[src/rtl/nlf_pkg.sv]
// ============================================================================
// nlf_pkg
// Types and constants shared by the normalized line equation core.
// ============================================================================
package nlf_pkg;

    localparam int COORD_W  = 32;
    localparam int MAG_W    = COORD_W + 1;
    localparam int NORM_W   = 31;
    localparam int FRAC_W   = 30;
    localparam int ROOT_W   = 32;
    localparam int RAD_W    = 64;
    localparam int SQREM_W  = 35;
    localparam int C_W      = 40;

    typedef struct packed {
        logic signed [COORD_W-1:0] first_x;
        logic signed [COORD_W-1:0] first_y;
        logic signed [COORD_W-1:0] second_x;
        logic signed [COORD_W-1:0] second_y;
    } t_in_req;

    typedef struct packed {
        logic signed [31:0]    coef_a;
        logic signed [31:0]    coef_b;
        logic signed [C_W-1:0] coef_c;
        logic                  valid_res;
    } t_out_req;

    // Sideband that travels with each request through the cell chains.
    typedef struct packed {
        logic signed [COORD_W-1:0] x1;
        logic signed [COORD_W-1:0] y1;
        logic [NORM_W-1:0]         ma;
        logic [NORM_W-1:0]         mb;
        logic                      sa;
        logic                      sb;
        logic                      zero;
    } t_side;

    typedef struct packed {
        logic [RAD_W-1:0]   rad;
        logic [SQREM_W-1:0] rem;
        logic [ROOT_W-1:0]  root;
    } t_sq;

    typedef struct packed {
        logic [ROOT_W-1:0] n;
        logic [ROOT_W-1:0] rem_a;
        logic [ROOT_W-1:0] rem_b;
        logic [NORM_W-1:0] qa;
        logic [NORM_W-1:0] qb;
    } t_dv;

endpackage

[src/rtl/nlf_sqrt_cell.sv]
// ============================================================================
// nlf_sqrt_cell
// One digit of a restoring integer square root; consumes two radicand bits.
// ============================================================================
module nlf_sqrt_cell #(
    parameter int IDX = 0
) (
    input  logic          i_clk,
    input  logic          i_rst_n,
    input  logic          i_en,
    input  logic          i_vld,
    input  nlf_pkg::t_sq   i_sq,
    input  nlf_pkg::t_side i_side,
    output logic          o_vld,
    output nlf_pkg::t_sq   o_sq,
    output nlf_pkg::t_side o_side
);

    logic                 r_vld;
    nlf_pkg::t_sq          r_sq;
    nlf_pkg::t_side        r_side;
    nlf_pkg::t_sq          n_sq;
    logic [nlf_pkg::SQREM_W+1:0] cur;
    logic [nlf_pkg::SQREM_W+1:0] trial;

    always_comb begin
        cur   = {i_sq.rem, i_sq.rad[2*IDX+1 -: 2]};
        trial = {{(nlf_pkg::SQREM_W - nlf_pkg::ROOT_W){1'b0}}, i_sq.root, 2'b01};
        n_sq  = i_sq;
        if (cur >= trial) begin
            n_sq.rem  = nlf_pkg::SQREM_W'(cur - trial);
            n_sq.root = {i_sq.root[nlf_pkg::ROOT_W-2:0], 1'b1};
        end else begin
            n_sq.rem  = cur[nlf_pkg::SQREM_W-1:0];
            n_sq.root = {i_sq.root[nlf_pkg::ROOT_W-2:0], 1'b0};
        end
    end

    always_ff @(posedge i_clk) begin
        if (!i_rst_n) begin
            r_vld <= 1'b0;
        end else if (i_en) begin
            r_vld <= i_vld;
        end
    end

    always_ff @(posedge i_clk) begin
        if (i_en) begin
            r_sq   <= n_sq;
            r_side <= i_side;
        end
    end

    assign o_vld  = r_vld;
    assign o_sq   = r_sq;
    assign o_side = r_side;

endmodule

[config.mk]
export PLATFORM = sky130hd
export DESIGN_NAME = nlf_sqrt_cell
export DESIGN_NICKNAME = d
export VERILOG_FILES = /design/src/rtl/nlf_pkg.sv /design/src/rtl/nlf_sqrt_cell.sv
export SDC_FILE = /design/constraint.sdc
export NUM_CORES = 1
export LEC_CHECK = 0
export BUFFER_PORTS_ARGS = -buffer_cell sky130_fd_sc_hd__buf_2
export CORE_AREA = 4 4 201 203
export CTS_CLUSTER_DIAMETER = 150
export DETAILED_ROUTE_END_ITERATION = 10
export DIE_AREA = 0 0 205 207
export PLACE_DENSITY = 0.54
export SYNTH_ARGS = -nofsm -noshare
export SYNTH_HDL_FRONTEND = slang
export SYNTH_SLANG_ARGS = --single-unit
[constraint.sdc]
create_clock -name i_clk -period 3.4 [get_ports i_clk]
set_clock_uncertainty 0.05 [all_clocks]
set_input_delay 0 -clock i_clk [delete_from_list [all_inputs] [get_ports i_clk]]
set_output_delay 0 -clock i_clk [all_outputs]
set_load 0.005 [all_outputs]
==> results.ini <==
[run_status]
outcome = completed

[yosys]
ys.flop_type = edfxtp_1
ys_warn_count = 0
ys_types = 54
ys_ff_latch = 261
syn_nets = 951
netlist_area_um2 = 10280
synth_edf_count = 260
async_flop_share = 0
seq_area_frac_synth = 0.7617
syn_area_per_cell_um2 = 15.74
synth_cells = 653

[grt]
grt_pass1_wl_mm = 60.44
grt_pass1_vias = 9250
grt_overflow = 0
grt_usage = 0.1877
antenna_found_initial = 5
grt_max_degree = 99

[detailed_routing]
wl_per_cell_um = 21.13
ant_nets = 0
first_pass_iters = 4
routed_wl_mm = 42.37
drt-initial-drc-count = 452
num_vias = 8887
drc = 0
avgViaCountPerCell = 4.432

[clock_tree]
postCtsHoldBufs = 262
cts_tree = done
post_cts_resized = 0
clockRootBuffer = clkbuf_16
numClockSinks = 261
htreeDepth = 1
path_clk_slew_ps = 60
clk_path_buf_depth = 3
cts_buffers = 30
cts_setup_buffers = 0
clk_latency_ps = 560

[timing]
report.final.hold_viol_count = 0
finalCriticalPeriod_ps = 3163
max_freq_ghz = 0.3161
setup-tns-final_ps = 0
worst_slew_pin_slew_ps = 969.1
slew_headroom = 0.3457
setup_viol = 0
rsz0062_at_grt = no
min_period_over_period = 0.9303
finalMaxSlewViolations = 0

[run]
cap_viol_max_count = 0

[worst_setup_path]
r2r_end = o_vld$_SDFFE_PN0P_
worstPathArrival_ps = 3410
r2r_cells = 3
required_ps = 3640
cp_max_fo = 22
start_kind = input port
end_kind = flip-flop
worstReg2RegStart = o_vld$_SDFFE_PN0P_
reg2reg_slack_ps = 2200
critPathKind = input port to flip-flop

[floorplan]
rows = 72
initial_core_util = 0.2671
ios = 525
coreArea_um2 = 38470
dieArea_um2 = 42440
die_y_um = 207
die_x_um = 205

[layout]
area.sequential_um2 = 7828
final_cell_mix = 523 x buf_2, 262 x dlygate4sd3_1, 260 x edfxtp_1
multiInputGateArea_um2 = 2212
mostFrequentLayoutCell = buf_2
nNetsFinal = 1761
fillers = 3427
area_growth_pct = 67.13
drive_above_1_share = 0.3929

[power_and_ir_drop]
p_leak_nw = 7.370
peakVddDrop_uv = 395.6
power_mw = 8.596
power-per-cell-area_nw_per_um2 = 500.5

[hold_path]
whs_endpoint = o_sq[126]$_DFFE_PP_
whs_path_depth = 2
min_path_type = input port to flip-flop
hold_start = i_sq[126]

[placed_design]
dpl.hpwl_mm = 31.01
gp_congestion = 0.8652
io_buffers = 524

-- synth_stat cells, types with 3 or more instances --
cell type,n,share of area
edfxtp_1,260,0.76
clkbuf_1,10,0.0037
a21oi_1,34,0.017
nand3_1,11,0.0054
a21o_1,18,0.013
o31ai_1,3,0.0022
o21a_1,4,0.0029
o21ai_0,43,0.021
nand2b_1,7,0.0043
inv_1,41,0.015
o221ai_1,3,0.0026
a2111oi_0,3,0.0026
xor2_1,15,0.013
nand4_1,8,0.0049
mux2i_1,3,0.0029
or2_2,4,0.0024
nor4_1,8,0.0049
nand2_1,43,0.016
nor3_1,9,0.0044
and2_1,6,0.0037
o211ai_1,3,0.0022
xnor2_1,14,0.012
a31oi_1,7,0.0043
ha_1,34,0.041
nor2_1,22,0.0080
-- how the worst max path moves through the flow --
stage,slack [ps],endpoint,startpoint,cells past startpoint
after global routing,90,o_sq[42]$_DFFE_PP_,i_sq[0],13
after global placement,340,o_sq[47]$_DFFE_PP_,i_sq[0],12
after floorplan,860,o_sq[66]$_DFFE_PP_,i_sq[26],11
after detailed placement,230,o_sq[43]$_DFFE_PP_,i_sq[0],12
final,240,o_sq[43]$_DFFE_PP_,i_sq[0],13
after CTS,290,o_sq[43]$_DFFE_PP_,i_sq[0],13
-- kinds of logic (layout without fill, tap and decap cells) --
family	after synthesis	in the layout	synth area share
AO/OA/AOI/OAI	135	135	0.08073
XOR/XNOR	29	29	0.02472
adder cells (fa/ha/maj)	34	34	0.04140
buffers and inverters	58	889	0.02301
flip-flops	261	261	0.7617
multiplexers	4	4	0.004018
other	0	3	0
AND/OR/NAND/NOR	132	132	0.06441
-- worst max-delay path, cell delays in order --
cell,delay (ps)
dlygate4sd3_1,520
buf_2,110
inv_1,50
ha_1,350
o211ai_1,190
o21ai_1,150
o311ai_0,830
a21o_1,260
a21oi_1,150
nor2_4,180
buf_4,220
buf_4,260
o21ai_0,130
-- final cells by class --
cell class	instances	area share
antenna	3	0.0004371
clock buffer	34	0.04583
clock inverter	19	0.01129
inverter	42	0.009180
multi-input combinational	334	0.1288
sequential	261	0.4558
tap	518	0.03774
timing repair buffer	794	0.3109
-- per-layer routing --
layer,share of wire,vias to the layer above,global-route usage
met5,0.00064,-,0
met4,0.048,4,0.08339
met3,0.072,84,0.04113
met2,0.51,401,0.3398
met1,0.37,4291,0.2098
li1,-,4107,-
-- stage by stage --
stage                     hold WS [ps]  utilization  setup slack, ps  std cells  instance area (um2)
after floorplan                  48.87            -            861.4        653                10280
after global placement           126.5       0.3526            336.0       1687                13560
after detailed placement         128.1       0.3526            227.3       1687                13560
after CTS                        69.20       0.4463            293.6       2002                17170
after global routing             81.42       0.4464            85.47       2004                17170
final                            100.8       0.4465            236.9       2005                17170
-- power by group --
group | total, mW | switching (mW) | internal, mW
registers | 3.96 | 0.0781 | 3.88
clock network | 3.24 | 1.29 | 1.94
logic | 1.40 | 0.715 | 0.681
-- state kept, by name (all words and copies together), names as in the netlist --
name / count
o_side: 129
o_sq: 131
o_vld: 1
Note: power is estimated with default switching activity, not from simulation.
