$ cat src/rtl/nlf_pkg.sv
// ============================================================================
// nlf_pkg
// Types and constants shared by the normalized line equation core.
// ============================================================================
package nlf_pkg;

    localparam int COORD_W  = 32;
    localparam int MAG_W    = COORD_W + 1;
    localparam int NORM_W   = 31;
    localparam int FRAC_W   = 30;
    localparam int ROOT_W   = 32;
    localparam int RAD_W    = 64;
    localparam int SQREM_W  = 35;
    localparam int C_W      = 40;

    typedef struct packed {
        logic signed [COORD_W-1:0] first_x;
        logic signed [COORD_W-1:0] first_y;
        logic signed [COORD_W-1:0] second_x;
        logic signed [COORD_W-1:0] second_y;
    } t_in_req;

    typedef struct packed {
        logic signed [31:0]    coef_a;
        logic signed [31:0]    coef_b;
        logic signed [C_W-1:0] coef_c;
        logic                  valid_res;
    } t_out_req;

    // Sideband that travels with each request through the cell chains.
    typedef struct packed {
        logic signed [COORD_W-1:0] x1;
        logic signed [COORD_W-1:0] y1;
        logic [NORM_W-1:0]         ma;
        logic [NORM_W-1:0]         mb;
        logic                      sa;
        logic                      sb;
        logic                      zero;
    } t_side;

    typedef struct packed {
        logic [RAD_W-1:0]   rad;
        logic [SQREM_W-1:0] rem;
        logic [ROOT_W-1:0]  root;
    } t_sq;

    typedef struct packed {
        logic [ROOT_W-1:0] n;
        logic [ROOT_W-1:0] rem_a;
        logic [ROOT_W-1:0] rem_b;
        logic [NORM_W-1:0] qa;
        logic [NORM_W-1:0] qb;
    } t_dv;

endpackage

$ cat src/rtl/nlf_div_cell.sv
// ============================================================================
// nlf_div_cell
// One quotient bit of two restoring divisions that share the divisor.
// ============================================================================
module nlf_div_cell #(
    parameter int IDX = 0
) (
    input  logic          i_clk,
    input  logic          i_rst_n,
    input  logic          i_en,
    input  logic          i_vld,
    input  nlf_pkg::t_dv   i_dv,
    input  nlf_pkg::t_side i_side,
    output logic          o_vld,
    output nlf_pkg::t_dv   o_dv,
    output nlf_pkg::t_side o_side
);

    logic                  r_vld;
    nlf_pkg::t_dv           r_dv;
    nlf_pkg::t_side         r_side;
    nlf_pkg::t_dv           n_dv;
    logic                  bit_a;
    logic                  bit_b;
    logic [nlf_pkg::ROOT_W:0] cur_a;
    logic [nlf_pkg::ROOT_W:0] cur_b;
    logic [nlf_pkg::ROOT_W:0] div;

    always_comb begin
        // Only the top cell sees a nonzero dividend bit: bit 0 of the magnitude.
        bit_a = (IDX == nlf_pkg::FRAC_W) ? i_side.ma[0] : 1'b0;
        bit_b = (IDX == nlf_pkg::FRAC_W) ? i_side.mb[0] : 1'b0;
        cur_a = {i_dv.rem_a, bit_a};
        cur_b = {i_dv.rem_b, bit_b};
        div   = {1'b0, i_dv.n};
        n_dv  = i_dv;
        if (cur_a >= div) begin
            n_dv.rem_a = nlf_pkg::ROOT_W'(cur_a - div);
            n_dv.qa    = {i_dv.qa[nlf_pkg::NORM_W-2:0], 1'b1};
        end else begin
            n_dv.rem_a = cur_a[nlf_pkg::ROOT_W-1:0];
            n_dv.qa    = {i_dv.qa[nlf_pkg::NORM_W-2:0], 1'b0};
        end
        if (cur_b >= div) begin
            n_dv.rem_b = nlf_pkg::ROOT_W'(cur_b - div);
            n_dv.qb    = {i_dv.qb[nlf_pkg::NORM_W-2:0], 1'b1};
        end else begin
            n_dv.rem_b = cur_b[nlf_pkg::ROOT_W-1:0];
            n_dv.qb    = {i_dv.qb[nlf_pkg::NORM_W-2:0], 1'b0};
        end
    end

    always_ff @(posedge i_clk) begin
        if (!i_rst_n) begin
            r_vld <= 1'b0;
        end else if (i_en) begin
            r_vld <= i_vld;
        end
    end

    always_ff @(posedge i_clk) begin
        if (i_en) begin
            r_dv   <= n_dv;
            r_side <= i_side;
        end
    end

    assign o_vld  = r_vld;
    assign o_dv   = r_dv;
    assign o_side = r_side;

endmodule

$ cat config.mk
export PLATFORM = sky130hd
export DESIGN_NAME = nlf_div_cell
export DESIGN_NICKNAME = d
export VERILOG_FILES = /design/src/rtl/nlf_pkg.sv /design/src/rtl/nlf_div_cell.sv
export SDC_FILE = /design/constraint.sdc
export NUM_CORES = 1
export LEC_CHECK = 0
export ABC_AREA = 1
export BUFFER_PORTS_ARGS = -buffer_cell sky130_fd_sc_hd__buf_2
export CAP_MARGIN = 5
export CORE_AREA = 2 2 228 230
export DETAILED_ROUTE_END_ITERATION = 7
export DIE_AREA = 0 0 230 232
export GPL_TIMING_DRIVEN = 0
export PLACE_DENSITY = 0.51
export SYNTH_ARGS = -nofsm -noshare
export SYNTH_HDL_FRONTEND = slang
export SYNTH_SLANG_ARGS = --single-unit
$ cat constraint.sdc
create_clock -name i_clk -period 2 [get_ports i_clk]
set_input_delay 0.2 -clock i_clk [delete_from_list [all_inputs] [get_ports i_clk]]
set_output_delay 0.2 -clock i_clk [all_outputs]
set_load 0.1 [all_outputs]
==> metrics <==
highest clock rate=527 MHz; Port Buffers=around 580; Slew headroom=58.8%; Gate Count Post-Synth=1,562; number of top-level pins=579; Total GRT Usage=23.9%; Via density=roughly 4.4; CTS clk-pin slew, worst paths=0.05 ns; worst-skew pair later-pin latency=about 0.54 ns; most frequent cell after synthesis=nand2_1; Synth Cell Area=14,800 um2; DP HPWL=53.0 mm; outcome=complete, no violations; HP Class=in -> reg; Congestion Overflow GR=0; Comb pwr share=35.3%; htree depth=2; Critical Path Source Type=input port; share of the synthesized area in the top cell type=58.3%; Layout Nets=2,807; Core ar.=a little over 50,000 um2; DRT iter0 DRCs=747; Pleak=11.0 nW; die footprint=between 50,000 and 60,000 um2; Setup Viol. Count Final=0; Final Wtd Congestion=0.916; # clock sinks=288; switch share=a little over 40%; Netlist cell types=32; NetSw=0.00901 W; clock skew=0 ns; detailed-route via count=13,884; final wirelength=65.5 mm; # rows=83; Worst Path Arrival=~2.2 ns; clk buf depth=3; RSZ-0062 raised after global routing=false; EDFF count, synth=287; pin count of the biggest net entering global routing=81; Initial Util=between 20 and 30%; top_reg_cell synth=edfxtp_1; share of the yosys chip area belonging to registers=between 50% and 60%; TritonCTS clock tree=built; leading area contributor after synthesis=edfxtp_1; Slew Viols, Final=0; area delta synth->final=52.5%; Clock Root Buffer=clkbuf_16; final hold slack=0.0220 ns; VDD IR max=0.635 mV; clock share of power=between 30% and 40%; Initial DRT Pass Iterations=5; asr flop ratio synth=0%; number of synthesized register bits=288; max-cap check violation count=0; Yosys warning count=0; crit path max fanout=10; CP Class=in -> reg; postcts setup bufs=0; die height=232 um; Internal=about 0.013 W; endpoints failing hold=0; CP endpoint kind=register; wire length per cell=approximately 21 um; number of CTS-inserted buffers=37; ratio of cells with drive above 1 in the final layout=28.5%; synth top area cells=edfxtp_1 (58%), nand2_1 (15%), inv_1 (6.8%), ha_1 (5.4%), nand3_1 (3.0%); actual slew at the worst max-slew pin=0.623 ns; CP Data Required Time=2.25 ns; vias in the first global route=about 14,000; Power Dens Cells=just under 1000 nW/um2; initial antenna violation count=13; Syn Nets=1,919; top post-synthesis cells by count=nand2_1 (582), edfxtp_1 (287), inv_1 (268); sequential power share=34.3%; TNS Setup=0 ns; Die Width=230 um; DRC violations left=0; first-pass GRT wire length=about 93 mm; minimum clock period=1.90 ns; Detail Route Antenna Nets=0; fin crit share=between 90% and 100%; mean post-synth cell area=9.46 um2
==> cell usage in the layout (no fill, tap or decap), types with 6 or more instances in the layout <==
master / count
and2_1: 16
edfxtp_1: 287
buf_6: 8
clkinv_1: 10
a21oi_1: 42
dlygate4sd3_1: 270
nand3b_1: 20
nand2_2: 13
nor2_2: 13
ha_1: 62
nor3_1: 13
nand3_2: 15
nor2_1: 74
clkbuf_16: 37
inv_1: 263
inv_2: 7
xor2_1: 26
nand3_1: 88
buf_2: 580
nand2_1: 581
diode_2: 6
==> cell families (layout without fill, tap and decap cells) <==
| logic type | count (synthesis) | count (layout) | share of synthesized area, % |
|---|---|---|---|
| fa+ha+maj | 66 | 66 | 5.69 |
| flops | 288 | 288 | 58.5 |
| buf+inv | 289 | 1204 | 7.99 |
| simple gates | 844 | 844 | 24.6 |
| xor+xnor | 28 | 28 | 1.66 |
| compound gates | 47 | 47 | 1.63 |
| other cells | 0 | 6 | 0 |
==> worst max-delay path, stage by stage <==
cell     delay, ns
buf_2         0.10
inv_1         0.13
ha_1          0.36
nand2_1       0.15
inv_1         0.05
nand2_1       0.05
nand2_1       0.07
inv_1         0.06
nand2_1       0.07
nand2_1       0.07
nand2_1       0.09
nor2_4        0.26
nand2_8       0.11
buf_6         0.16
nand2_1       0.07
nand2_1       0.14
==> stage by stage <==
stage                     std cells  total power, W  cell area [um2]  util [%]  setup slack [ns]
after floorplan                1562          0.0131            14800         -             0.190
after global placement         2818          0.0149            18500      36.4             -3.73
after detailed placement       2821          0.0149            18600      36.6            -0.489
after CTS                      3157          0.0221            22500      44.2            0.0949
after global routing           3163          0.0227            22500      44.3           0.00313
final                          3163          0.0218            22500      44.3             0.102
==> sequential cells by signal, indices dropped and copies added (netlist names) <==
register,cells
o_side,129
o_vld,1
o_dv,158
==> power by group through the flow <==
stage          combinational (W)  sequential (W)  clock, W
2_1_floorplan            0.00145          0.0117         0
3_3_place_gp             0.00726         0.00766         0
3_5_place_dp             0.00727         0.00761         0
4_1_cts                  0.00774         0.00750   0.00682
5_1_grt                  0.00808         0.00754   0.00705
6_report                 0.00772         0.00749   0.00663
==> metal layers <==
metal	vias to the layer above	GRT usage (%)	wire (um)	part of all wire, %
li1	6799	-	-	-
met1	6484	27.5	25900	40
met2	486	43.5	32900	50
met3	107	5.07	3990	6.1
met4	8	9.01	2650	4.0
met5	-	0	46	0.070
==> worst paths after layout <==
kind,start,end,slack [ns],cells after the start
min,i_dv[101],o_dv[102]$_DFFE_PP_,0.02,3
max reg2reg,o_vld$_SDFFE_PN0P_,o_vld$_SDFFE_PN0P_,0.77,3
min reg2reg,o_vld$_SDFFE_PN0P_,o_vld$_SDFFE_PN0P_,1.13,3
max,i_dv[149],o_dv[74]$_DFFE_PP_,0.10,16
==> repair_timing <==
action	CTS	global route
endpoints found under the setup margin	0	11
endpoints found under the hold margin	269	0
resized for setup	0	10
hold buffers	270	0
==> area by class of cell <==
type / count / area, um2
fillers: 5027 / 28400
clock buffers: 42 / 945
repair buffers: 849 / 5680
plain buffers: 17 / 158
flip-flops and latches: 288 / 8640
well taps: 680 / 851
multi-input cells: 985 / 4980
inverters: 272 / 1020
diodes: 6 / 15.0
clock inverters: 24 / 240
Note: power is estimated with default switching activity, not from simulation.
